File: config.mk
export PLATFORM = sky130hd
export DESIGN_NAME = hsvr_hsv2rgb
export DESIGN_NICKNAME = d
export VERILOG_FILES = /design/src/sv/hsv_hue_recolor_pixel_core_macros.svh /design/src/sv/hsvr_pkg.sv /design/src/sv/hsvr_hsv2rgb.sv
export SDC_FILE = /design/constraint.sdc
export NUM_CORES = 2
export LEC_CHECK = 0
export BUFFER_PORTS_ARGS = -buffer_cell sky130_fd_sc_hd__buf_2
export CAP_MARGIN = 15
export CORE_ASPECT_RATIO = 1.2
export CORE_MARGIN = 2
export CORE_UTILIZATION = 25
export CTS_CLUSTER_DIAMETER = 50
export CTS_CLUSTER_SIZE = 20
export DETAILED_ROUTE_END_ITERATION = 10
export HOLD_SLACK_MARGIN = 0.12
export PLACE_DENSITY = 0.38
export SLEW_MARGIN = 0
export SYNTH_ARGS = -nofsm -noshare
export SYNTH_HDL_FRONTEND = slang
export SYNTH_SLANG_ARGS = --single-unit
File: constraint.sdc
create_clock -name clk -period 13 [get_ports clk]
set_clock_uncertainty 0.2 [all_clocks]
set_input_delay 1.95 -clock clk [delete_from_list [all_inputs] [get_ports clk]]
set_output_delay 1.95 -clock clk [all_outputs]
set_load 0.01 [all_outputs]
File: src/sv/hsv_hue_recolor_pixel_core_macros.svh
// ------------------------------------------------------------------------
// Assertion macros for the HSV hue recolour core
// Shared property shorthands clocked on clk; the implication check is quiet during rst.
// ------------------------------------------------------------------------
`ifndef HSV_HUE_RECOLOR_PIXEL_CORE_MACROS_SVH
`define HSV_HUE_RECOLOR_PIXEL_CORE_MACROS_SVH

// Same-cycle implication, disabled while reset is high
`define HSVR_ASSERT_IMP(label, ante, cons, msg) \
  label: assert property (@(posedge clk) disable iff (rst) (ante) |-> (cons)) \
    else $error(msg);

// Check that holds in the cycle after reset is seen high
`define HSVR_ASSERT_AFTER_RST(label, cons, msg) \
  label: assert property (@(posedge clk) rst |=> (cons)) else $error(msg);

`endif

File: src/sv/hsvr_pkg.sv
// ------------------------------------------------------------------------
// hsvr_pkg
// Fixed-point formats, pipeline geometry and register codes.
// ------------------------------------------------------------------------
`default_nettype none

package hsvr_pkg;

  // fraction width of S, V and hue
  localparam int FRAC_BITS = 16;

  typedef logic [FRAC_BITS:0] frac_t;
  localparam frac_t ONE  = frac_t'(1) << FRAC_BITS;
  localparam frac_t HALF = frac_t'(1) << (FRAC_BITS - 1);

  localparam int PROD_W = 2 * FRAC_BITS + 2;
  localparam int HUE_W  = FRAC_BITS + 3;
  localparam int HSUM_W = FRAC_BITS + 4;
  typedef logic [HUE_W-1:0] hue_t;
  localparam logic [HSUM_W-1:0] HUE_FULL = HSUM_W'(6) << FRAC_BITS;

  // divider: one quotient bit per step, a few steps per stage
  localparam int DIV_STEPS  = FRAC_BITS + 1;
  localparam int DIV_SPS    = 6;
  localparam int DIV_STAGES = (DIV_STEPS + DIV_SPS - 1) / DIV_SPS;

  localparam int ST_HSV      = DIV_STAGES + 1;
  localparam int ST_RGB      = DIV_STAGES + 2;
  localparam int ST_BLEND    = DIV_STAGES + 5;
  localparam int PIPE_STAGES = DIV_STAGES + 8;

  localparam logic [7:0]  CHAN_MAX    = 8'd255;
  localparam logic [15:0] BLEND_W     = 16'd65025;
  localparam logic [23:0] BLEND_HALF  = 24'd32512;
  localparam int          RECIP_SHIFT = 40;
  localparam logic [24:0] RECIP       = 25'((64'd1 << RECIP_SHIFT) / 64'd65025);

  typedef enum logic [2:0] {
    REG_TARGET_RED,
    REG_TARGET_GREEN,
    REG_TARGET_BLUE,
    REG_TARGET_ALPHA,
    REG_USE_MASK
  } cfg_reg_t;

  // round a product of two fractions back to one fraction
  function automatic frac_t rnd_frac(input logic [PROD_W-1:0] p);
    logic [PROD_W-1:0] t;
    t = (p + PROD_W'(HALF)) >> FRAC_BITS;
    return t[FRAC_BITS:0];
  endfunction

endpackage

`default_nettype wire

File: src/sv/hsvr_hsv2rgb.sv
// ------------------------------------------------------------------------
// hsvr_hsv2rgb
// Three-stage HSV to 8-bit RGB conversion.
// ------------------------------------------------------------------------
`default_nettype none

module hsvr_hsv2rgb (
  input  logic             clk,
  input  logic [2:0]       en,
  input  hsvr_pkg::frac_t  sat,
  input  hsvr_pkg::frac_t  val,
  input  hsvr_pkg::hue_t   hue,
  output logic [2:0][7:0]  rgb
);

  localparam int F = hsvr_pkg::FRAC_BITS;
  localparam int P = hsvr_pkg::PROD_W;

  // stage a
  hsvr_pkg::frac_t x_a, sf_a, sf1_a, v_a;
  logic            grey_a;
  logic [2:0]      sec_a;
  // stage b
  hsvr_pkg::frac_t x_b, y_b, z_b, v_b;
  logic            grey_b;
  logic [2:0]      sec_b;

  hsvr_pkg::frac_t  ch [3];
  logic [2:0][7:0]  rgb_next;

  hsvr_pkg::frac_t f_in;
  assign f_in = {1'b0, hue[F-1:0]};

  always_ff @(posedge clk) begin
    if (en[0]) begin
      x_a    <= hsvr_pkg::rnd_frac(P'(val) * P'(hsvr_pkg::ONE - sat));
      sf_a   <= hsvr_pkg::rnd_frac(P'(sat) * P'(f_in));
      sf1_a  <= hsvr_pkg::rnd_frac(P'(sat) * P'(hsvr_pkg::ONE - f_in));
      v_a    <= val;
      grey_a <= (sat == '0);
      sec_a  <= hue[F+2:F];
    end
    if (en[1]) begin
      x_b    <= x_a;
      y_b    <= hsvr_pkg::rnd_frac(P'(v_a) * P'(hsvr_pkg::ONE - sf_a));
      z_b    <= hsvr_pkg::rnd_frac(P'(v_a) * P'(hsvr_pkg::ONE - sf1_a));
      v_b    <= v_a;
      grey_b <= grey_a;
      sec_b  <= sec_a;
    end
    if (en[2]) begin
      rgb <= rgb_next;
    end
  end

  function automatic logic [7:0] to8(input hsvr_pkg::frac_t c);
    logic [F+8:0] t;
    t = ({c, 8'b0} - (F+9)'(c) + (F+9)'(hsvr_pkg::HALF)) >> F;
    return (t > (F+9)'(hsvr_pkg::CHAN_MAX)) ? hsvr_pkg::CHAN_MAX : t[7:0];
  endfunction

  always_comb begin
    if (grey_b) begin
      ch[0] = v_b; ch[1] = v_b; ch[2] = v_b;
    end else begin
      unique case (sec_b)
        3'd0: begin ch[0] = v_b; ch[1] = z_b; ch[2] = x_b; end
        3'd1: begin ch[0] = y_b; ch[1] = v_b; ch[2] = x_b; end
        3'd2: begin ch[0] = x_b; ch[1] = v_b; ch[2] = z_b; end
        3'd3: begin ch[0] = x_b; ch[1] = y_b; ch[2] = v_b; end
        3'd4: begin ch[0] = z_b; ch[1] = x_b; ch[2] = v_b; end
        default: begin ch[0] = v_b; ch[1] = x_b; ch[2] = y_b; end
      endcase
    end
    for (int k = 0; k < 3; k++) begin
      rgb_next[k] = to8(ch[k]);
    end
  end

endmodule

`default_nettype wire

==> metrics <==
RePlAce Congestion=around 0.80; WP data arrival=just over 10 ns; # IOs=81; Slowest-stage cell, CP=a2111oi_0; Post-synth EDFFs=between 150 and 200; via count of the routed design=between 40,000 and 50,000; dpl cells=between 9,000 and 10,000; status=complete, no violations; first-pass GRT wire length=approximately 270,000 um; worst r2r path cells=26; Hold Crit Start=x_a[15]$_DFFE_PP_; Mapped Avg Cell Area=roughly 9 sq um; Die Span Y=524.8 um; largest net degree at the start of global routing=76; Starting Density=roughly a quarter; r2r setup slk=approximately 3.8 ns; busiest layer in global routing=met2; Fin Setup TNS=0 ns; # port buffers=80; Post-Syn Area=between 50,000 and 60,000 sq um; Area growth syn-to-layout=7.967%; root buffer cell=clkbuf_16; RSZ-0062 raised after global routing=no; synth unique cells=between 70 and 80; Worst-Skew Late Latency=around 0.49 ns; Post-Layout Cell Count=9,163; Crit Path Category=in -> reg; Reg-to-Reg Start=sf_a[0]$_DFFE_PP_; setup violators final=0; Most used DFF post-synth=edfxtp_1; max cap viols=0; minimum clock period=just over 10 ns; drt first pass iters=6; nets=~8,000; die width=about 440 um; CTS Buffer Depth=2; CP Capture Type=register; dpl hpwl=approximately 130,000 um; die area=about 230,000 sq um; worst hold path depth=0; total congestion overflow=0; detailed-route DRC error count=0; Worst Path Required=between 10 and 15 ns; #FFs+latches synth=about 170; vias per std cell=around 4.4; fill cell count=roughly 24,000; Cell Rows=~190; H-tree levels=4; GRT met1 Usage=19.95%; Synth Instances=6,244; Worst Hold Path EP=x_b[15]$_DFFE_PP_; sequential share of the synthesized area=8.928%; met3 Use GR=less than 1%; number of post-CTS setup repair buffers=0; cts-stage hold buffer count=0; total wire length=roughly 170,000 um; Max Fclk=between 0.09 and 0.1 GHz; Sink Count=168; total global-route track usage=15.27%; drt wl/cell=between 15 and 20 um; met2 usage=a little over a quarter; Final Hold Viols=0; most frequent cell on the critical path=fa_1; Slew @ Worst Pin=1.182 ns; Max stage delay on crit path=0.59 ns; fin crit share=about four fifths; CTS resizes=0; CP startpoint kind=primary input; worst rel slew slack=around a fifth; Synth warnings=0; antenna-violating nets left=0; pins over their slew limit=0; critical-path maximum fanout=19; CTS Buf Count=17; Mapped Nets=~8,000; layout cells sized above 1=between 4 and 5%; core area=between 200,000 and 250,000 sq um; most common cell after layout, fill and taps aside=inv_1; initial antenna violation count=20; HP Class=reg -> reg; Clk pin slew, worst setup/hold paths=roughly 0.070 ns; First DRT Iteration DRCs=about 2,100; FF-to-FF End=y_b[13]$_DFFE_PP_; most frequent cells in the layout=inv_1 (1,500), fa_1 (1,151), nand2_1 (927), ha_1 (632), and2_1 (555); Synth async-reset ratio=0%; vias in the first global route=~45,000; CTS tree=done
routing by layer:
metal	part of all wire [%]	wire, um
met2	50	86460
met1	45	76720
met3	2.8	4737
met5	0.029	50
met4	2.1	3666
synthesized netlist by cell type, drive strengths merged, types with 15 or more instances:
cell | instances | area share [%]
inv | 1500 | 10
fa | 1151 | 41
nand2 | 927 | 6.2
ha | 632 | 14
and2 | 555 | 6.1
clkbuf | 269 | 1.8
edfxtp | 168 | 8.9
nor2 | 126 | 0.84
xnor2 | 118 | 1.8
a21oi | 81 | 0.72
o21ai | 81 | 0.72
xor2 | 55 | 0.85
a21o | 48 | 0.64
nor3 | 44 | 0.40
nand2b | 36 | 0.40
or2 | 35 | 0.39
nor2b | 29 | 0.32
buf | 28 | 0.22
nand3 | 28 | 0.25
o21a | 26 | 0.35
a22o | 22 | 0.34
nor4 | 22 | 0.24
and3 | 21 | 0.23
a22oi | 17 | 0.23
nand4 | 17 | 0.19
a211oi | 15 | 0.20
nor3b | 15 | 0.20
state kept, by name, indices dropped and copies added, names as in the netlist, 17 cells and up:
signal,flops
rgb,24
sf1_a,17
sf_a,17
v_a,17
v_b,17
x_a,17
x_b,17
y_b,17
z_b,17
worst max path at each step:
stage | startpoint | to | slack [ns] | depth (start not counted)
global route | hue[4] | sf1_a[15]$_DFFE_PP_ | 2.12 | 28
detailed placement | hue[4] | sf1_a[8]$_DFFE_PP_ | 2.21 | 28
CTS | hue[4] | sf1_a[8]$_DFFE_PP_ | 2.73 | 28
finish | hue[4] | sf1_a[8]$_DFFE_PP_ | 2.71 | 28
global placement | hue[4] | sf1_a[8]$_DFFE_PP_ | 2.38 | 28
floorplan | hue[4] | sf1_a[8]$_DFFE_PP_ | 3.07 | 29
metrics by stage:
stage                     cell area [sq um]  hold WS [ns]  setup slack (ns)  utilization, %
after global placement                60400        0.2065             2.378           26.83
after CTS                             60990        0.2257             2.731           27.09
after global routing                  60990        0.2300             2.123           27.09
after detailed placement              60410        0.2072             2.207           26.83
after floorplan                       56500        0.2003             3.066               -
final                                 61010        0.2230             2.714           27.10
cell families (layout without fill, tap and decap cells):
family / Yosys count / after routing / share of synthesized area (%)
compound gates: 418 / 418 / 5.197
xor+xnor: 173 / 173 / 2.682
fa+ha+maj: 1783 / 1783 / 54.77
buf+inv: 1798 / 1719 / 11.98
flops: 168 / 168 / 8.928
mux: 2 / 2 / 0.03543
other cells: 0 / 7 / 0
simple gates: 1902 / 1902 / 16.41
area by class of cell:
| type | count | area (sq um) | share of cell area (%) |
|---|---|---|---|
| clock buffer | 18 | 429.2 | 0.7035 |
| clock inverter | 14 | 151.4 | 0.2482 |
| timing repair buffer | 186 | 1201 | 1.969 |
| antenna | 7 | 17.52 | 0.02871 |
| inverter | 1501 | 5634 | 9.235 |
| tap | 2991 | 3742 | 6.134 |
| sequential | 168 | 5045 | 8.269 |
| multi-input combinational | 4278 | 44790 | 73.41 |
critical path: cells and delay by family:
| family | cells | cell delay, ns |
|---|---|---|
| xor+xnor | 2 | 0.28 |
| buf+inv | 5 | 0.66 |
| compound gates | 7 | 2.30 |
| simple gates | 7 | 2.08 |
| fa+ha+maj | 7 | 3.02 |
Power is left out: the tool's default activity adds up to more than one toggle a clock period on the data nets, which glitch-free logic cannot reach.
