[src/sv/hsv_hue_recolor_pixel_core_macros.svh]
// ------------------------------------------------------------------------
// Assertion macros for the HSV hue recolour core
// Shared property shorthands clocked on clk; the implication check is quiet during rst.
// ------------------------------------------------------------------------
`ifndef HSV_HUE_RECOLOR_PIXEL_CORE_MACROS_SVH
`define HSV_HUE_RECOLOR_PIXEL_CORE_MACROS_SVH

// Same-cycle implication, disabled while reset is high
`define HSVR_ASSERT_IMP(label, ante, cons, msg) \
  label: assert property (@(posedge clk) disable iff (rst) (ante) |-> (cons)) \
    else $error(msg);

// Check that holds in the cycle after reset is seen high
`define HSVR_ASSERT_AFTER_RST(label, cons, msg) \
  label: assert property (@(posedge clk) rst |=> (cons)) else $error(msg);

`endif

[src/sv/hsvr_pkg.sv]
// ------------------------------------------------------------------------
// hsvr_pkg
// Fixed-point formats, pipeline geometry and register codes.
// ------------------------------------------------------------------------
`default_nettype none

package hsvr_pkg;

  // fraction width of S, V and hue
  localparam int FRAC_BITS = 16;

  typedef logic [FRAC_BITS:0] frac_t;
  localparam frac_t ONE  = frac_t'(1) << FRAC_BITS;
  localparam frac_t HALF = frac_t'(1) << (FRAC_BITS - 1);

  localparam int PROD_W = 2 * FRAC_BITS + 2;
  localparam int HUE_W  = FRAC_BITS + 3;
  localparam int HSUM_W = FRAC_BITS + 4;
  typedef logic [HUE_W-1:0] hue_t;
  localparam logic [HSUM_W-1:0] HUE_FULL = HSUM_W'(6) << FRAC_BITS;

  // divider: one quotient bit per step, a few steps per stage
  localparam int DIV_STEPS  = FRAC_BITS + 1;
  localparam int DIV_SPS    = 6;
  localparam int DIV_STAGES = (DIV_STEPS + DIV_SPS - 1) / DIV_SPS;

  localparam int ST_HSV      = DIV_STAGES + 1;
  localparam int ST_RGB      = DIV_STAGES + 2;
  localparam int ST_BLEND    = DIV_STAGES + 5;
  localparam int PIPE_STAGES = DIV_STAGES + 8;

  localparam logic [7:0]  CHAN_MAX    = 8'd255;
  localparam logic [15:0] BLEND_W     = 16'd65025;
  localparam logic [23:0] BLEND_HALF  = 24'd32512;
  localparam int          RECIP_SHIFT = 40;
  localparam logic [24:0] RECIP       = 25'((64'd1 << RECIP_SHIFT) / 64'd65025);

  typedef enum logic [2:0] {
    REG_TARGET_RED,
    REG_TARGET_GREEN,
    REG_TARGET_BLUE,
    REG_TARGET_ALPHA,
    REG_USE_MASK
  } cfg_reg_t;

  // round a product of two fractions back to one fraction
  function automatic frac_t rnd_frac(input logic [PROD_W-1:0] p);
    logic [PROD_W-1:0] t;
    t = (p + PROD_W'(HALF)) >> FRAC_BITS;
    return t[FRAC_BITS:0];
  endfunction

endpackage

`default_nettype wire

[src/sv/hsvr_blend.sv]
// ------------------------------------------------------------------------
// hsvr_blend
// Three-stage weighted blend, rounded division by 65025.
// ------------------------------------------------------------------------
`default_nettype none

module hsvr_blend (
  input  logic             clk,
  input  logic [2:0]       en,
  input  logic [2:0][7:0]  src,
  input  logic [2:0][7:0]  rec,
  input  logic [15:0]      weight,
  output logic [2:0][7:0]  res
);

  logic [2:0][23:0] y1, y2;
  logic [2:0][8:0]  q2;
  logic [2:0][48:0] prod;
  logic [2:0][7:0]  res_next;

  always_comb begin
    logic [24:0] qw, r;
    qw = '0;
    r  = '0;
    for (int k = 0; k < 3; k++) begin
      prod[k] = 49'(y1[k]) * 49'(hsvr_pkg::RECIP);
      // estimate is exact or one short: one compare fixes it
      qw = {q2[k], 16'b0} - 25'({q2[k], 9'b0}) + 25'(q2[k]);
      r  = {1'b0, y2[k]} - qw;
      if (r >= 25'(hsvr_pkg::BLEND_W)) begin
        res_next[k] = 8'(q2[k] + 9'd1);
      end else begin
        res_next[k] = q2[k][7:0];
      end
    end
  end

  always_ff @(posedge clk) begin
    for (int k = 0; k < 3; k++) begin
      if (en[0]) begin
        y1[k] <= 24'(src[k]) * 24'(hsvr_pkg::BLEND_W - weight)
               + 24'(rec[k]) * 24'(weight) + hsvr_pkg::BLEND_HALF;
      end
      if (en[1]) begin
        y2[k] <= y1[k];
        q2[k] <= prod[k][hsvr_pkg::RECIP_SHIFT+8:hsvr_pkg::RECIP_SHIFT];
      end
      if (en[2]) begin
        res[k] <= res_next[k];
      end
    end
  end

endmodule

`default_nettype wire

[config.mk]
export PLATFORM = sky130hd
export DESIGN_NAME = hsvr_blend
export DESIGN_NICKNAME = d
export VERILOG_FILES = /design/src/sv/hsv_hue_recolor_pixel_core_macros.svh /design/src/sv/hsvr_pkg.sv /design/src/sv/hsvr_blend.sv
export SDC_FILE = /design/constraint.sdc
export NUM_CORES = 2
export LEC_CHECK = 0
export BUFFER_PORTS_ARGS = -buffer_cell sky130_fd_sc_hd__buf_2
export CORE_MARGIN = 8
export CORE_UTILIZATION = 55
export CTS_CLUSTER_DIAMETER = 200
export DETAILED_ROUTE_END_ITERATION = 12
export HOLD_SLACK_MARGIN = 0.08
export PLACE_DENSITY = 0.75
export RECOVER_POWER = 25
export SYNTH_ARGS = -nofsm -noshare
export SYNTH_HDL_FRONTEND = slang
export SYNTH_SLANG_ARGS = --single-unit
[constraint.sdc]
create_clock -name clk -period 16.16 [get_ports clk]
set_clock_uncertainty 0.2 [all_clocks]
set_input_delay 3.232 -clock clk [delete_from_list [all_inputs] [get_ports clk]]
set_output_delay 3.232 -clock clk [all_outputs]
set_load 0.01 [all_outputs]
==> implementation parameters <==
Parameter                              Value

Die
  Area enclosed by the die boundary ... 105000 sq um
  Starting Density ... a little under three fifths
  Horizontal die dimension ... approximately 320 um
  Row count ... about 110
  Core Area ... about 95000 sq um
  Number of placed I/O pins ... 92
  Height of the die ... 324 um

CTS
  Number of buffers created by CTS ... 17
  Latest clock arrival within the worst-skew pair ... 0.50 ns
  Clock-pin slew on the worst setup and hold paths ... 0.08 ns
  Post-cts sizing count ... 0
  Cts hold-fix bufs ... 0
  Number of buffers inserted to repair setup after CTS ... 0
  Clk sink count ... between 150 and 200
  Number of levels in the clock H-tree ... 4
  Clock root buffer ... sky130_fd_sc_hd__clkbuf_16
  Max clock buf depth ... 2
  Clock tree from TritonCTS ... built

Min path
  Min-Delay Path Depth ... 0
  Type of the worst min-delay path ... reg -> reg

Critical path
  Total number of cells along the worst setup path ... 26
  Cell count of the worst reg-to-reg path ... 20
  CP dominant cell by count ... sky130_fd_sc_hd__fa_1
  Arrival time of data at the critical path endpoint ... between 10 and 15 ns
  Max stage delay on crit path ... 0.80 ns
  Cell family contributing the most delay on the critical path ... adder cells
  Cell with the biggest individual delay on the critical path ... sky130_fd_sc_hd__o41ai_1
  Element type at the critical path end ... register
  Critical path fanouts, max ... 50
  Worst EP required ... 16.21 ns
  Startpoint type of the worst setup path ... input pin
  Class of the most critical setup path ... in -> reg
  Buffers & Inverters on Critical Path ... 6

Yosys
  Post-synth EDFFs ... around 200
  Predominant post-synthesis flop cell ... sky130_fd_sc_hd__edfxtp_1
  Seq/Total Area, Yosys ... 11.2%
  Count of yosys warnings during synthesis ... 0
  Library cells used by synthesis ... 80
  Cells after synthesis ... around 5400
  Fraction of registers with async set or reset after synthesis ... 0%
  Synthesized area divided by synthesized cell count ... 9.63 sq um
  Post-Syn Area ... about 52000 sq um
  Synthesis-stage register bit count ... 195

Final layout
  Fraction of layout cells with a size suffix above 1 ... 3.43%
  Growth of design area from synthesis to finish ... 4.57%
  Commonest non-fill, non-tap cells in the layout ... sky130_fd_sc_hd__inv_1 (1311), sky130_fd_sc_hd__ha_1 (1111), sky130_fd_sc_hd__fa_1 (807), sky130_fd_sc_hd__nand2_1 (471), sky130_fd_sc_hd__and2_1 (353)
  Commonest non-fill, non-tap cell in the layout ... sky130_fd_sc_hd__inv_1
  Total Nets Final ... 7402

Global route
  Via count of the first global-routing pass ... 38800
  Antenna violations before repair ... 14
  GRT Residual Overflow ... 0
  Global-route wire length before repair ... 188000 um
  Largest net degree at the start of global routing ... 67
  Overall track demand over capacity in global routing ... 22.0%

STA
  Final setup fails ... 0
  Highest clock frequency the design can meet ... 0.0859 GHz
  Summed negative setup slack over all endpoints ... 0 ns
  Number of max-slew violations in the final report ... 35
  Slew headroom ... -18.7%
  Slew at the pin closest to its max-slew limit ... 1.78 ns
  Final worst-path cycle share ... between 70% and 80%
  Minimum clock period ... 11.64 ns
  Final hold vios ... 0
  Setup repair after global routing missed its margin ... false

Detailed routing
  Total Routed Length ... 112000 um
  Length of the first detailed-routing pass in iterations ... 7
  Number of nets with antenna violations after routing ... 0
  Via count ... 36500
  Per-cell via count in the routed design ... between 5 and 6
  DR WL/cell ... around 17 um
  Remaining routing DRC violations ... 0
  Starting DRC count in detailed routing ... 2118

Placement
  DPL Wire Length ... ~93000 um
  IO buf count ... 91
  Last weighted congestion value of the routability-driven placer ... ~0.85

Run status
  Failing checks ... capacitance limit, slew limit
  Status ... finished with violations

Flow run
  Number of max-capacitance violations reported ... 1
-- worst register-to-register path, delay by kind of cell (launching register included) --
kind / cells / cell delay (ns)
and+or+nand+nor: 2 / 0.16
adders and majority gates: 8 / 2.59
buffers and inverters: 2 / 0.24
AOI/OAI and AO/OA: 8 / 2.31
DFF: 1 / 0.68
-- layer usage --
| layer | wire (um) | vias to the layer above | track usage [%] |
|---|---|---|---|
| met1 | 48100 | 18200 | 29.1 |
| met3 | 6570 | 193 | 3.16 |
| met4 | 3060 | 8 | 6.25 |
| met2 | 54000 | 979 | 37.7 |
| li1 | - | 17200 | - |
| met5 | 43 | - | 0 |
-- through the flow --
step | instance area, sq um | utilization, % | cells | hold slack [ns] | setup WS (ns)
6_report | 54700 | 57.8 | 6700 | 0.470 | 4.52
3_3_place_gp | 54000 | 57.1 | 6662 | 0.453 | 4.38
5_1_grt | 54700 | 57.8 | 6699 | 0.484 | 4.15
2_1_floorplan | 52300 | - | 5429 | 0.312 | 5.60
3_5_place_dp | 54000 | 57.1 | 6662 | 0.464 | 4.13
4_1_cts | 54700 | 57.8 | 6694 | 0.469 | 4.67
-- kinds of logic (layout without fill, tap and decap cells) --
group	count (synthesis)	count (layout)	synth area share [%]
xor+xnor	167	167	2.82
compound gates	479	479	6.17
other cells	1	9	0.00717
fa+ha+maj	1918	1918	57.5
mux	14	14	0.287
flops	195	195	11.2
simple gates	1202	1202	11.6
buf+inv	1451	1451	10.4
-- flip-flops by register name (all words and copies together), names as in the netlist --
register and flops:
q2 27, res 24, y1 72, y2 72
-- synthesized netlist by cell type, types with 10 or more instances --
| cell | number | area share [%] |
|---|---|---|
| sky130_fd_sc_hd__nor2_1 | 120 | 0.86 |
| sky130_fd_sc_hd__or2_2 | 10 | 0.12 |
| sky130_fd_sc_hd__and3_1 | 28 | 0.34 |
| sky130_fd_sc_hd__clkbuf_1 | 138 | 0.99 |
| sky130_fd_sc_hd__a21o_1 | 59 | 0.85 |
| sky130_fd_sc_hd__a2111oi_0 | 15 | 0.25 |
| sky130_fd_sc_hd__edfxtp_1 | 195 | 11 |
| sky130_fd_sc_hd__o2111ai_1 | 10 | 0.17 |
| sky130_fd_sc_hd__o21a_1 | 33 | 0.47 |
| sky130_fd_sc_hd__fa_1 | 807 | 31 |
| sky130_fd_sc_hd__xnor2_1 | 124 | 2.1 |
| sky130_fd_sc_hd__nor3_1 | 38 | 0.36 |
| sky130_fd_sc_hd__ha_1 | 1111 | 27 |
| sky130_fd_sc_hd__nand2b_1 | 18 | 0.22 |
| sky130_fd_sc_hd__and2_1 | 353 | 4.2 |
| sky130_fd_sc_hd__a211oi_1 | 18 | 0.26 |
| sky130_fd_sc_hd__o21ai_0 | 103 | 0.99 |
| sky130_fd_sc_hd__inv_1 | 1311 | 9.4 |
| sky130_fd_sc_hd__nand2_1 | 471 | 3.4 |
| sky130_fd_sc_hd__nand3_1 | 31 | 0.30 |
| sky130_fd_sc_hd__nand4_1 | 24 | 0.29 |
| sky130_fd_sc_hd__nor2b_1 | 44 | 0.53 |
| sky130_fd_sc_hd__xor2_1 | 42 | 0.70 |
| sky130_fd_sc_hd__o211ai_1 | 19 | 0.27 |
| sky130_fd_sc_hd__a31oi_1 | 13 | 0.16 |
| sky130_fd_sc_hd__a21oi_1 | 111 | 1.1 |
| sky130_fd_sc_hd__or3_1 | 16 | 0.19 |
| sky130_fd_sc_hd__o21bai_1 | 17 | 0.24 |
-- worst paths after layout --
| check | slack, ns | end | startpoint |
|---|---|---|---|
| setup reg to reg | 9.74 | q2[25]$_DFFE_PP_ | y1[70]$_DFFE_PP_ |
| hold / removal | 0.47 | y2[29]$_DFFE_PP_ | y1[29]$_DFFE_PP_ |
| hold reg to reg | 0.47 | y2[29]$_DFFE_PP_ | y1[29]$_DFFE_PP_ |
| setup / recovery | 4.52 | y1[47]$_DFFE_PP_ | weight[1] |
-- layout make-up --
class | instances | area, sq um
well taps | 1265 | 1580
clock inverters | 15 | 218
inverters | 1311 | 4920
fillers | 8071 | 39900
repair buffers | 108 | 581
clock buffers | 17 | 425
diodes | 6 | 15.0
flip-flops and latches | 195 | 5860
multi-input cells | 3783 | 41100
Power is left out: the tool's default activity adds up to more than one toggle a clock period on the data nets, which glitch-free logic cannot reach.
