**src/sv/hsv_hue_recolor_pixel_core_macros.svh**
```systemverilog
// ------------------------------------------------------------------------
// Assertion macros for the HSV hue recolour core
// Shared property shorthands clocked on clk; the implication check is quiet during rst.
// ------------------------------------------------------------------------
`ifndef HSV_HUE_RECOLOR_PIXEL_CORE_MACROS_SVH
`define HSV_HUE_RECOLOR_PIXEL_CORE_MACROS_SVH

// Same-cycle implication, disabled while reset is high
`define HSVR_ASSERT_IMP(label, ante, cons, msg) \
  label: assert property (@(posedge clk) disable iff (rst) (ante) |-> (cons)) \
    else $error(msg);

// Check that holds in the cycle after reset is seen high
`define HSVR_ASSERT_AFTER_RST(label, cons, msg) \
  label: assert property (@(posedge clk) rst |=> (cons)) else $error(msg);

`endif

```
**src/sv/hsvr_pkg.sv**
```systemverilog
// ------------------------------------------------------------------------
// hsvr_pkg
// Fixed-point formats, pipeline geometry and register codes.
// ------------------------------------------------------------------------
`default_nettype none

package hsvr_pkg;

  // fraction width of S, V and hue
  localparam int FRAC_BITS = 16;

  typedef logic [FRAC_BITS:0] frac_t;
  localparam frac_t ONE  = frac_t'(1) << FRAC_BITS;
  localparam frac_t HALF = frac_t'(1) << (FRAC_BITS - 1);

  localparam int PROD_W = 2 * FRAC_BITS + 2;
  localparam int HUE_W  = FRAC_BITS + 3;
  localparam int HSUM_W = FRAC_BITS + 4;
  typedef logic [HUE_W-1:0] hue_t;
  localparam logic [HSUM_W-1:0] HUE_FULL = HSUM_W'(6) << FRAC_BITS;

  // divider: one quotient bit per step, a few steps per stage
  localparam int DIV_STEPS  = FRAC_BITS + 1;
  localparam int DIV_SPS    = 6;
  localparam int DIV_STAGES = (DIV_STEPS + DIV_SPS - 1) / DIV_SPS;

  localparam int ST_HSV      = DIV_STAGES + 1;
  localparam int ST_RGB      = DIV_STAGES + 2;
  localparam int ST_BLEND    = DIV_STAGES + 5;
  localparam int PIPE_STAGES = DIV_STAGES + 8;

  localparam logic [7:0]  CHAN_MAX    = 8'd255;
  localparam logic [15:0] BLEND_W     = 16'd65025;
  localparam logic [23:0] BLEND_HALF  = 24'd32512;
  localparam int          RECIP_SHIFT = 40;
  localparam logic [24:0] RECIP       = 25'((64'd1 << RECIP_SHIFT) / 64'd65025);

  typedef enum logic [2:0] {
    REG_TARGET_RED,
    REG_TARGET_GREEN,
    REG_TARGET_BLUE,
    REG_TARGET_ALPHA,
    REG_USE_MASK
  } cfg_reg_t;

  // round a product of two fractions back to one fraction
  function automatic frac_t rnd_frac(input logic [PROD_W-1:0] p);
    logic [PROD_W-1:0] t;
    t = (p + PROD_W'(HALF)) >> FRAC_BITS;
    return t[FRAC_BITS:0];
  endfunction

endpackage

`default_nettype wire

```
**src/sv/hsvr_div.sv**
```systemverilog
// ------------------------------------------------------------------------
// hsvr_div
// Pipelined restoring divider: round(num * ONE / den), num <= den.
// ------------------------------------------------------------------------
`default_nettype none

module hsvr_div (
  input  logic                               clk,
  input  logic [hsvr_pkg::DIV_STAGES-1:0]    en,
  input  logic [7:0]                         num,
  input  logic [7:0]                         den,
  output hsvr_pkg::frac_t                    quo
);

  logic [7:0]      rem [hsvr_pkg::DIV_STAGES];
  logic [7:0]      dq  [hsvr_pkg::DIV_STAGES];
  hsvr_pkg::frac_t qq  [hsvr_pkg::DIV_STAGES];

  for (genvar st = 0; st < hsvr_pkg::DIV_STAGES; st++) begin : g_st
    logic [7:0]      rem_in, rem_c, den_in;
    hsvr_pkg::frac_t q_in, q_c;

    if (st == 0) begin : g_first
      assign rem_in = '0;
      assign den_in = den;
      assign q_in   = '0;
    end else begin : g_next
      assign rem_in = rem[st-1];
      assign den_in = dq[st-1];
      assign q_in   = qq[st-1];
    end

    always_comb begin
      logic [8:0]                       t;
      logic [hsvr_pkg::FRAC_BITS-1:0]   half;
      logic [hsvr_pkg::FRAC_BITS-1:0]   hb;
      int                               s;
      t     = '0;
      hb    = '0;
      half  = hsvr_pkg::FRAC_BITS'(den_in >> 1);
      rem_c = rem_in;
      q_c   = q_in;
      for (int k = 0; k < hsvr_pkg::DIV_SPS; k++) begin
        s = st * hsvr_pkg::DIV_SPS + k;
        if (s < hsvr_pkg::DIV_STEPS) begin
          // first step takes the whole integer part, the rest feed the rounding bits
          if (s == 0) begin
            t = {1'b0, num};
          end else begin
            hb = half >> (hsvr_pkg::FRAC_BITS - s);
            t  = {rem_c, hb[0]};
          end
          if (t >= {1'b0, den_in}) begin
            rem_c = 8'(t - {1'b0, den_in});
            q_c   = {q_c[hsvr_pkg::FRAC_BITS-1:0], 1'b1};
          end else begin
            rem_c = t[7:0];
            q_c   = {q_c[hsvr_pkg::FRAC_BITS-1:0], 1'b0};
          end
        end
      end
    end

    always_ff @(posedge clk) begin
      if (en[st]) begin
        rem[st] <= rem_c;
        dq[st]  <= den_in;
        qq[st]  <= q_c;
      end
    end
  end

  assign quo = qq[hsvr_pkg::DIV_STAGES-1];

endmodule

`default_nettype wire

```
**config.mk**
```make
export PLATFORM = sky130hd
export DESIGN_NAME = hsvr_div
export DESIGN_NICKNAME = d
export VERILOG_FILES = /design/src/sv/hsv_hue_recolor_pixel_core_macros.svh /design/src/sv/hsvr_pkg.sv /design/src/sv/hsvr_div.sv
export SDC_FILE = /design/constraint.sdc
export NUM_CORES = 1
export LEC_CHECK = 0
export ABC_CLOCK_PERIOD_IN_PS = 11980
export BUFFER_PORTS_ARGS = -buffer_cell sky130_fd_sc_hd__clkbuf_2
export CORE_MARGIN = 1.5
export CORE_UTILIZATION = 40
export DETAILED_ROUTE_END_ITERATION = 10
export HOLD_SLACK_MARGIN = 0.12
export PLACE_DENSITY_LB_ADDON = 0.2
export SLEW_MARGIN = 5
export SYNTH_ARGS = -nofsm -noshare
export SYNTH_HDL_FRONTEND = slang
export SYNTH_SLANG_ARGS = --single-unit
```
**constraint.sdc**
```tcl
create_clock -name clk -period 11.98 [get_ports clk]
set_input_delay 0.599 -clock clk [delete_from_list [all_inputs] [get_ports clk]]
set_output_delay 0.599 -clock clk [all_outputs]
set_load 0.02 [all_outputs]
```
==> summary.json, run 1 <==
{
  "logic_synthesis": {
    "synthesis.instances": 1058,
    "synth_area_sq_mm": 0.00927,
    "dominant_register_cell_in_the_synthesized_netlist": "sky130_fd_sc_hd__edfxtp_1",
    "synth_seq_cells": 67,
    "post_synth_edffs": 67,
    "synth-seq-area-share": 0.217,
    "post_synth_num_cell_types": 92,
    "syn-mean-instance-area_sq_um": 8.76,
    "syn-num-nets": 1216,
    "postSynth.asyncResetShare": 0,
    "synthesis.yosys.warnings": 0
  },
  "routing": {
    "ant_nets": 0,
    "avgRoutedWirePerCell_microns": 17.2,
    "total_via_count_after_detailed_routing": 8593,
    "avgViaCountPerCell": 5.55,
    "detail_route.wirelength_microns": 26600,
    "drc": 0,
    "first_pass_iters": 4,
    "detailedRoute.firstIterationViolations": 414
  },
  "layout": {
    "stdcell_count": 1548,
    "num-nets-final": 1414,
    "layout.cells.most_common_list": "sky130_fd_sc_hd__buf_4 (157), sky130_fd_sc_hd__ha_1 (120), sky130_fd_sc_hd__nor2_1 (93)",
    "fraction_of_layout_cells_with_a_size_suffix_above_1": 0.293,
    "mostFrequentLayoutCell": "sky130_fd_sc_hd__buf_4",
    "syn_to_final_growth_pct": 27.1
  },
  "clock_tree": {
    "inserted_clock_buffers": 9,
    "htreeDepth": 3,
    "root_buffer": "sky130_fd_sc_hd__clkbuf_16",
    "clock_latency_of_the_later_clocked_register_in_the_worst_skew_pair_ns": 0.34,
    "clkSlewWorstSetupHoldPaths_ns": 0.06,
    "numClockSinks": 67,
    "cts.path.max_buffers": 2,
    "cts_tree": "built"
  },
  "critical_path": {
    "cp-end-kind": "flip-flop",
    "path_class": "in2reg",
    "critPathLaunchType": "input port",
    "critical_path_required_ns": 12.06,
    "critical-path-slowest-cell": "sky130_fd_sc_hd__or4_1",
    "critical-path-max-stage-delay_ns": 0.53,
    "worst_ep_arrival_time_ns": 11.73,
    "rr_startpoint": "rem[0][3]$_DFFE_PP_",
    "critPathMostFrequentCell": "sky130_fd_sc_hd__ha_1",
    "r2r-end": "rem[0][15]$_DFFE_PP_",
    "largest_fanout_on_the_critical_path": 8,
    "timing.reg2reg.setup_slack_ns": 0.49,
    "reg2regPathDepth": 51
  },
  "global_routing": {
    "globalRouteOverflowTotal": 0,
    "global_route.usage.total": 0.215,
    "number_of_global_route_vias_before_repair": 8062,
    "grt_pass1_wl_microns": 41200,
    "antenna_found_initial": 2,
    "grt_start_max_net_pins": 29
  },
  "worst_hold_path": {
    "min_path_cells": 0,
    "worstHoldPathType": "reg2reg",
    "start_point_of_the_worst_hold_path": "qq[0][4]$_DFFE_PP_",
    "timing.hold.worst_endpoint": "qq[0][27]$_DFFE_PP_"
  },
  "flow_run": {
    "cap_viol_max_count": 0
  },
  "status": {
    "run_status": "completed"
  },
  "sta": {
    "finClkSkew_ns": 0.0106,
    "max_freq_ghz": 0.0858,
    "finalSetupViolations": 0,
    "setup_slack_ns": 0.329,
    "timing_max_transition_violations_final": 0,
    "final_min_period_over_clock_period": 0.973,
    "timing.final.crit_period_ns": 11.65,
    "timing.max_slew.rel_slack": 0.487,
    "timing.final.hold_violations": 0,
    "worst_pin_slew_ns": 0.770
  },
  "placed_design": {
    "placement.setup.worst_slack_ns": -0.212,
    "routabilityCongestion": 0.914,
    "port_buffers": 36,
    "place.detailed.hpwl_microns": 20900,
    "numPlacedInstances": 1510
  },
  "floorplanning": {
    "core_area_sq_mm": 0.0227,
    "pin_count": 37,
    "initial_utilization": 0.408,
    "die_outline_area_sq_mm": 0.0241,
    "die_width_microns": 155,
    "die_height_microns": 155,
    "rows": 55
  }
}
logic make-up after synthesis:
group / share of synthesized area
and+or+nand+nor: 0.178
AOI/OAI and AO/OA: 0.220
adders and majority gates: 0.194
buffers and inverters: 0.0396
muxes: 0.0863
xor gates and xnor gates: 0.0652
DFF: 0.217
synth_stat cells (23+ instances only):
library cell                 n  area [sq um]
sky130_fd_sc_hd__nor2_1     97           364
sky130_fd_sc_hd__nand3_1    23           115
sky130_fd_sc_hd__a21o_1     28           210
sky130_fd_sc_hd__edfxtp_1   67          2010
sky130_fd_sc_hd__inv_1      76           285
sky130_fd_sc_hd__mux2_2     47           529
sky130_fd_sc_hd__nand2_1    58           218
sky130_fd_sc_hd__a21oi_1    68           340
sky130_fd_sc_hd__o21ai_0    70           350
sky130_fd_sc_hd__xnor2_1    47           412
sky130_fd_sc_hd__nor2b_1    25           156
sky130_fd_sc_hd__ha_1      129          1610
registers in the layout, summed over array words and instances (netlist names):
name	cells
rem	16
dq	16
qq	35
how the worst max path moves through the flow:
stage	start	endpoint	slack [ns]	depth (start not counted)
floorplan	num[0]	rem[0][2]$_DFFE_PP_	0.005	56
global placement	rem[0][0]$_SDFFCE_PP0P_	rem[0][15]$_DFFE_PP_	-0.14	55
detailed placement	den[0]	rem[0][6]$_DFFE_PP_	-0.21	57
CTS	rem[0][0]$_SDFFCE_PP0P_	rem[0][15]$_DFFE_PP_	0.07	53
global route	num[0]	rem[0][5]$_DFFE_PP_	-0.24	58
finish	num[0]	rem[0][6]$_DFFE_PP_	0.33	58
final cells by class:
type,instances,area [sq um]
Tap cell,285,357
Multi-Input combinational cell,897,7360
Sequential cell,67,2010
Timing Repair Buffer,196,1400
Antenna cell,2,5.00
Clock buffer,10,229
Clock inverter,6,88.8
Fill cell,2156,10900
Inverter,85,329
critical path: cells and delay by family:
kind	cells	cell delay [ns]
and+or+nand+nor	12	1.77
buffers and inverters	7	0.81
AOI/OAI and AO/OA	28	5.46
muxes	4	1.17
adders and majority gates	7	1.91
repair_timing:
item | 4_1_cts | 5_1_grt
resized for setup | 3 | 91
hold buffers | 0 | 0
pin swaps | 1 | 39
endpoints found under the setup margin | 8 | 19
gates cloned | 0 | 1
setup buffers | 1 | 18
hold endpoints to repair | 0 | 0
stage by stage:
stage	cell area, sq um	hold slack (ns)	utilization	TNS [ns]
after floorplan	9350	0.400	-	0
after global placement	10900	0.401	0.480	-0.968
after detailed placement	10900	0.405	0.480	-2.02
after CTS	11200	0.418	0.495	0
after global routing	11800	0.423	0.519	-2.23
final	11800	0.414	0.519	0
layer usage:
metal | track usage | vias to the layer above | wire, microns
met5 | 0 | - | 0
met4 | 0.0535 | 0 | 432
met3 | 0.0228 | 30 | 755
met2 | 0.373 | 157 | 12900
met1 | 0.287 | 4045 | 12500
li1 | - | 4361 | -
Power of run 1 is not shown: default switching activity piles up to over one toggle a cycle in this logic, so the estimate is an artifact.
==> run 2: changes to the inputs <==
--- a/config.mk
+++ b/config.mk
@@ -7,8 +7,10 @@
 export LEC_CHECK = 0
 export ABC_CLOCK_PERIOD_IN_PS = 11980
 export BUFFER_PORTS_ARGS = -buffer_cell sky130_fd_sc_hd__clkbuf_2
+export CORE_ASPECT_RATIO = 1.25
 export CORE_MARGIN = 1.5
 export CORE_UTILIZATION = 40
+export CTS_CLUSTER_SIZE = 28
 export DETAILED_ROUTE_END_ITERATION = 10
 export HOLD_SLACK_MARGIN = 0.12
 export PLACE_DENSITY_LB_ADDON = 0.2
==> run 2 against run 1 <==
The run now ends with DRC left. Utilization rose by 0.38 points. Worst hold slack improved by 0.0041 ns. Sequential share of layout area fell by 0.25 points. Register-to-register slack improved by 0.22 ns. Die area barely moved. Critical path depth fell by 1. Non-clock buffer count rose by 31. Global-route usage rose by 0.50 points.
==> summary.json, run 2 (synthesis results as in run 1) <==
{
  "layout": {
    "syn_to_final_growth_pct": 29.0,
    "largest_reg_flops": 35,
    "fraction_of_layout_cells_with_a_size_suffix_above_1": 0.311,
    "insertedDiodeCount": 0,
    "registers.top_by_ff_count": "qq",
    "num-nets-final": 1445,
    "largest_registers": "qq x35, dq x16, rem x16",
    "mostFrequentLayoutCell": "sky130_fd_sc_hd__buf_4",
    "layout.cells.most_common_list": "sky130_fd_sc_hd__buf_4 (188), sky130_fd_sc_hd__ha_1 (120), sky130_fd_sc_hd__nor2_1 (93)"
  },
  "sta": {
    "worst_pin_slew_ns": 0.759,
    "finalSetupViolations": 0,
    "max_freq_ghz": 0.0852,
    "timing_max_transition_violations_final": 0,
    "timing.final.hold_violations": 0,
    "holdWs_ns": 0.418,
    "timing.final.crit_period_ns": 11.73,
    "grt_setup_unrepaired": "yes",
    "timing.max_slew.rel_slack": 0.494,
    "final_min_period_over_clock_period": 0.980,
    "finClkSkew_ns": 0.00742
  },
  "critical_path": {
    "r2r-end": "rem[0][14]$_DFFE_PP_",
    "critPathLaunchType": "input port",
    "worst_path_dominant_cell_family": "compound AO/OA/AOI/OAI gates",
    "critical-path-slowest-cell": "sky130_fd_sc_hd__or4_4",
    "timing.reg2reg.setup_slack_ns": 0.71,
    "rr_startpoint": "rem[0][0]$_SDFFCE_PP0P_",
    "reg2regPathDepth": 54,
    "largest_fanout_on_the_critical_path": 7,
    "path_class": "in2reg",
    "worst_ep_arrival_time_ns": 11.80,
    "timing.critical_path.buf_inv": 8,
    "critical-path-max-stage-delay_ns": 0.55,
    "critical_path_required_ns": 12.04,
    "critPathMostFrequentCell": "sky130_fd_sc_hd__ha_1",
    "cp-end-kind": "flip-flop"
  },
  "worst_hold_path": {
    "worstHoldPathType": "reg2reg",
    "timing.hold.worst_endpoint": "qq[0][43]$_DFFE_PP_",
    "min_path_cells": 0,
    "start_point_of_the_worst_hold_path": "qq[0][21]$_DFFE_PP_"
  },
  "placed_design": {
    "place.detailed.hpwl_microns": 21800,
    "routabilityCongestion": 0.924,
    "port_buffers": 36
  },
  "floorplanning": {
    "core_area_sq_mm": 0.0229,
    "initial_utilization": 0.405,
    "pin_count": 37,
    "rows": 62,
    "die_height_microns": 173,
    "die_outline_area_sq_mm": 0.0241,
    "die_width_microns": 139
  },
  "routing": {
    "ant_nets": 0,
    "avgRoutedWirePerCell_microns": 17.1,
    "wl_met1_microns": 11400,
    "first_pass_iters": 8,
    "wl_met3_microns": 783,
    "avgViaCountPerCell": 5.54,
    "detailedRoute.firstIterationViolations": 391,
    "top_layer_used": "met4",
    "met2RoutedLength_microns": 13900,
    "drc": 8,
    "total_via_count_after_detailed_routing": 8760,
    "detail_route.wirelength_microns": 27000
  },
  "global_routing": {
    "number_of_global_route_vias_before_repair": 8664,
    "antenna_found_initial": 0,
    "grt_start_max_net_pins": 29,
    "grt_pass1_wl_microns": 42900,
    "global_route.usage.total": 0.220,
    "globalRouteOverflowTotal": 0
  },
  "clock_tree": {
    "clkSlewWorstSetupHoldPaths_ns": 0.06,
    "inserted_clock_buffers": 9,
    "cts_tree": "built",
    "htreeDepth": 3,
    "numClockSinks": 67,
    "root_buffer": "sky130_fd_sc_hd__clkbuf_16",
    "ctsHoldBuffers": 0,
    "clock_latency_of_the_later_clocked_register_in_the_worst_skew_pair_ns": 0.34,
    "cts.path.max_buffers": 2
  },
  "flow_run": {
    "cap_viol_max_count": 0
  },
  "status": {
    "violations_in_the_final_reports": "DRC",
    "run_status": "finished, violations left"
  }
}
## run 2: cell types whose count changed in the layout (fill, tap and decap cells not counted), sizes merged
cell | previous run | this run
bufinv | 2 | 0
clkbuf | 46 | 45
diode | 2 | 0
buf | 160 | 191
inv | 84 | 88
clkinv | 4 | 3
## run 2: area by class of cell
class / instances / area (sq um)
Sequential cell: 67 / 2010
Clock inverter: 7 / 65.1
Timing Repair Buffer: 227 / 1630
Fill cell: 2144 / 10900
Multi-Input combinational cell: 897 / 7340
Tap cell: 288 / 360
Inverter: 85 / 327
Clock buffer: 9 / 225
## run 2: metal layers
layer / track usage / vias to the layer above
met5: 0 / -
met1: 0.256 / 4110
li1: - / 4419
met3: 0.0271 / 55
met4: 0.0824 / 0
met2: 0.410 / 176
## run 2: how the worst max path moves through the flow
| stage | from | depth (start not counted) | to |
|---|---|---|---|
| global placement | num[0] | 57 | rem[0][0]$_SDFFCE_PP0P_ |
| global route | num[0] | 58 | rem[0][0]$_SDFFCE_PP0P_ |
| finish | num[0] | 57 | rem[0][2]$_DFFE_PP_ |
| CTS | num[0] | 58 | rem[0][0]$_SDFFCE_PP0P_ |
| detailed placement | num[0] | 58 | rem[0][0]$_SDFFCE_PP0P_ |
| floorplan | num[0] | 56 | rem[0][2]$_DFFE_PP_ |
## run 2: through the flow
step / setup WS, ns / instances / area, sq um / TNS, ns / utilization
global placement: -0.732 / 1549 / 11200 / -6.13 / 0.488
floorplan: 0.00542 / 1058 / 9350 / 0 / -
CTS: 0.0271 / 1566 / 11500 / 0 / 0.502
finish: 0.246 / 1580 / 12000 / 0 / 0.522
global route: -0.148 / 1580 / 12000 / -1.28 / 0.522
detailed placement: -0.711 / 1549 / 11200 / -5.92 / 0.488
## run 2: worst reg2reg max path, delay by kind of cell, from the launching register on
family	cells	cell delay, ns
adder cells (fa/ha/maj)	7	2.06
AO/OA/AOI/OAI	24	4.55
buffers and inverters	7	0.71
flip-flops	1	0.41
multiplexers	5	1.43
AND/OR/NAND/NOR	11	1.82
## run 2: timing repair
| action | CTS | global route |
|---|---|---|
| buffers inserted | 1 | 13 |
| resized for setup | 7 | 82 |
| pin swaps | 3 | 35 |
| gates cloned | 0 | 1 |
| endpoints found under the setup margin | 9 | 19 |
Power of run 2 is left out for the same reason.
==> run 3: changes to the inputs <==
--- a/config.mk
+++ b/config.mk
@@ -10,6 +10,7 @@
 export CORE_ASPECT_RATIO = 1.25
 export CORE_MARGIN = 1.5
 export CORE_UTILIZATION = 40
+export CTS_BUF_LIST = sky130_fd_sc_hd__clkbuf_4
 export CTS_CLUSTER_SIZE = 28
 export DETAILED_ROUTE_END_ITERATION = 10
 export HOLD_SLACK_MARGIN = 0.12
==> run 3 against run 2 <==
The flow still finishes with violations (DRC). Maximum frequency rose by 1.1%. Final area down 2.3%. Sequential share of layout area up 0.39 points. Flip-flop and latch count unchanged. Critical path depth grew 2. Largest cell class unchanged.
==> summary.json, run 3 (synthesis results as in run 1) <==
{
  "critical_path": {
    "critPathLaunchType": "input port",
    "worst_ep_arrival_time_ns": 11.81,
    "critPathMostFrequentCell": "sky130_fd_sc_hd__ha_1",
    "cp-end-kind": "flip-flop",
    "critical_path_required_ns": 12.18,
    "critical-path-max-stage-delay_ns": 0.52,
    "largest_fanout_on_the_critical_path": 7,
    "path_class": "in2reg",
    "critical-path-slowest-cell": "sky130_fd_sc_hd__or4_1"
  },
  "clock_tree": {
    "htreeDepth": 3,
    "ctsHoldBuffers": 0,
    "clkSlewWorstSetupHoldPaths_ns": 0.13,
    "numClockSinks": 67,
    "cts_tree": "built",
    "clock_latency_of_the_later_clocked_register_in_the_worst_skew_pair_ns": 0.45,
    "cts.path.max_buffers": 2,
    "root_buffer": "sky130_fd_sc_hd__clkbuf_4",
    "inserted_clock_buffers": 9
  },
  "layout": {
    "syn_to_final_growth_pct": 26.1,
    "multi_input_combinational_cell_area_sq_mm": 0.00725,
    "num-nets-final": 1442,
    "registers.top_by_ff_count": "qq",
    "layout.cells.most_common_list": "sky130_fd_sc_hd__buf_4 (186), sky130_fd_sc_hd__ha_1 (124), sky130_fd_sc_hd__nor2_1 (94)",
    "mostFrequentLayoutCell": "sky130_fd_sc_hd__buf_4",
    "filler_cell_count": 2169,
    "insertedDiodeCount": 0,
    "stdcell_count": 1577,
    "fraction_of_layout_cells_with_a_size_suffix_above_1": 0.302,
    "largest_registers": "qq x35, dq x16, rem x16",
    "register_area_sq_mm": 0.00201,
    "largest_reg_flops": 35
  },
  "global_routing": {
    "antenna_found_initial": 0,
    "grt_pass1_wl_microns": 42800,
    "globalRouteOverflowTotal": 0,
    "global_route.usage.total": 0.221,
    "number_of_global_route_vias_before_repair": 8676,
    "grt_start_max_net_pins": 29
  },
  "floorplanning": {
    "die_width_microns": 139,
    "rows": 62,
    "core_area_sq_mm": 0.0229,
    "initial_utilization": 0.405,
    "die_height_microns": 173,
    "pin_count": 37,
    "die_outline_area_sq_mm": 0.0241
  },
  "placed_design": {
    "place.detailed.hpwl_microns": 21800,
    "numPlacedInstances": 1549,
    "port_buffers": 36,
    "routabilityCongestion": 0.924
  },
  "sta": {
    "grt_setup_unrepaired": "yes",
    "timing.final.hold_violations": 0,
    "worst_pin_slew_ns": 0.762,
    "timing.final.crit_period_ns": 11.61,
    "max_freq_ghz": 0.0861,
    "final_min_period_over_clock_period": 0.969,
    "timing_max_transition_violations_final": 0,
    "finalSetupViolations": 0,
    "finClkSkew_ns": 0.0204,
    "timing.max_slew.rel_slack": 0.492
  },
  "routing": {
    "first_pass_iters": 10,
    "total_via_count_after_detailed_routing": 8722,
    "avgRoutedWirePerCell_microns": 16.9,
    "detail_route.wirelength_microns": 26700,
    "drc": 4,
    "ant_nets": 0,
    "avgViaCountPerCell": 5.53,
    "detailedRoute.firstIterationViolations": 349
  },
  "flow_run": {
    "cap_viol_max_count": 0
  },
  "status": {
    "run_status": "finished, violations left",
    "violations_in_the_final_reports": "DRC"
  },
  "worst_hold_path": {
    "worstHoldPathType": "in2reg"
  }
}
==> run 3: cell types whose count changed in the layout (fill, tap and decap cells not counted), sizes merged <==
| cell | previous run | this run |
|---|---|---|
| buf | 191 | 188 |
==> run 3: worst max-delay path, delay by kind of cell <==
family | cells | cell delay, ns
AO/OA/AOI/OAI | 25 | 4.92
AND/OR/NAND/NOR | 13 | 1.88
adder cells (fa/ha/maj) | 7 | 1.87
multiplexers | 5 | 1.52
buffers and inverters | 9 | 1.01
==> run 3: final timing paths <==
path | startpoint | endpoint | slack (ns) | cells past startpoint
min reg2reg | qq[0][21]$_DFFE_PP_ | qq[0][43]$_DFFE_PP_ | 0.42 | 0
max reg2reg | rem[0][0]$_SDFFCE_PP0P_ | rem[0][14]$_DFFE_PP_ | 0.72 | 54
min | den[4] | dq[0][4]$_DFFE_PP_ | 0.36 | 1
max | num[0] | rem[0][0]$_SDFFCE_PP0P_ | 0.37 | 59
==> run 3: cell type report <==
cell class	instances	area share
clock buffer	9	0.00578
clock inverter	7	0.00557
inverter	85	0.0280
multi-input combinational	897	0.621
sequential	67	0.172
tap	288	0.0308
timing repair buffer	224	0.137
==> run 3: stage by stage <==
step	setup WS [ns]	utilization	setup TNS [ns]	hold WS, ns	cell area, sq um
after global routing	-0.0606	0.510	-0.345	0.325	11700
final	0.370	0.510	0	0.359	11700
after CTS	0.00629	0.495	0	0.326	11300
after floorplan	0.00542	-	0	0.400	9350
after detailed placement	-0.711	0.488	-5.92	0.405	11200
after global placement	-0.732	0.488	-6.13	0.403	11200
==> run 3: per-layer routing <==
layer / vias up / global-route usage / routed length [microns]
met3: 63 / 0.0294 / 791
met5: - / 0 / 0
met4: 0 / 0.0922 / 1010
met2: 168 / 0.406 / 13600
met1: 4082 / 0.255 / 11300
li1: 4409 / - / -
==> run 3: repair_timing <==
action                     in CTS  in global routing
gates cloned                    0                  1
pin swaps                       2                 29
resized for setup               4                 68
setup endpoints to repair       8                 19
buffers inserted                1                 10
hold endpoints to repair        0                  0
Power of run 3 is left out for the same reason.
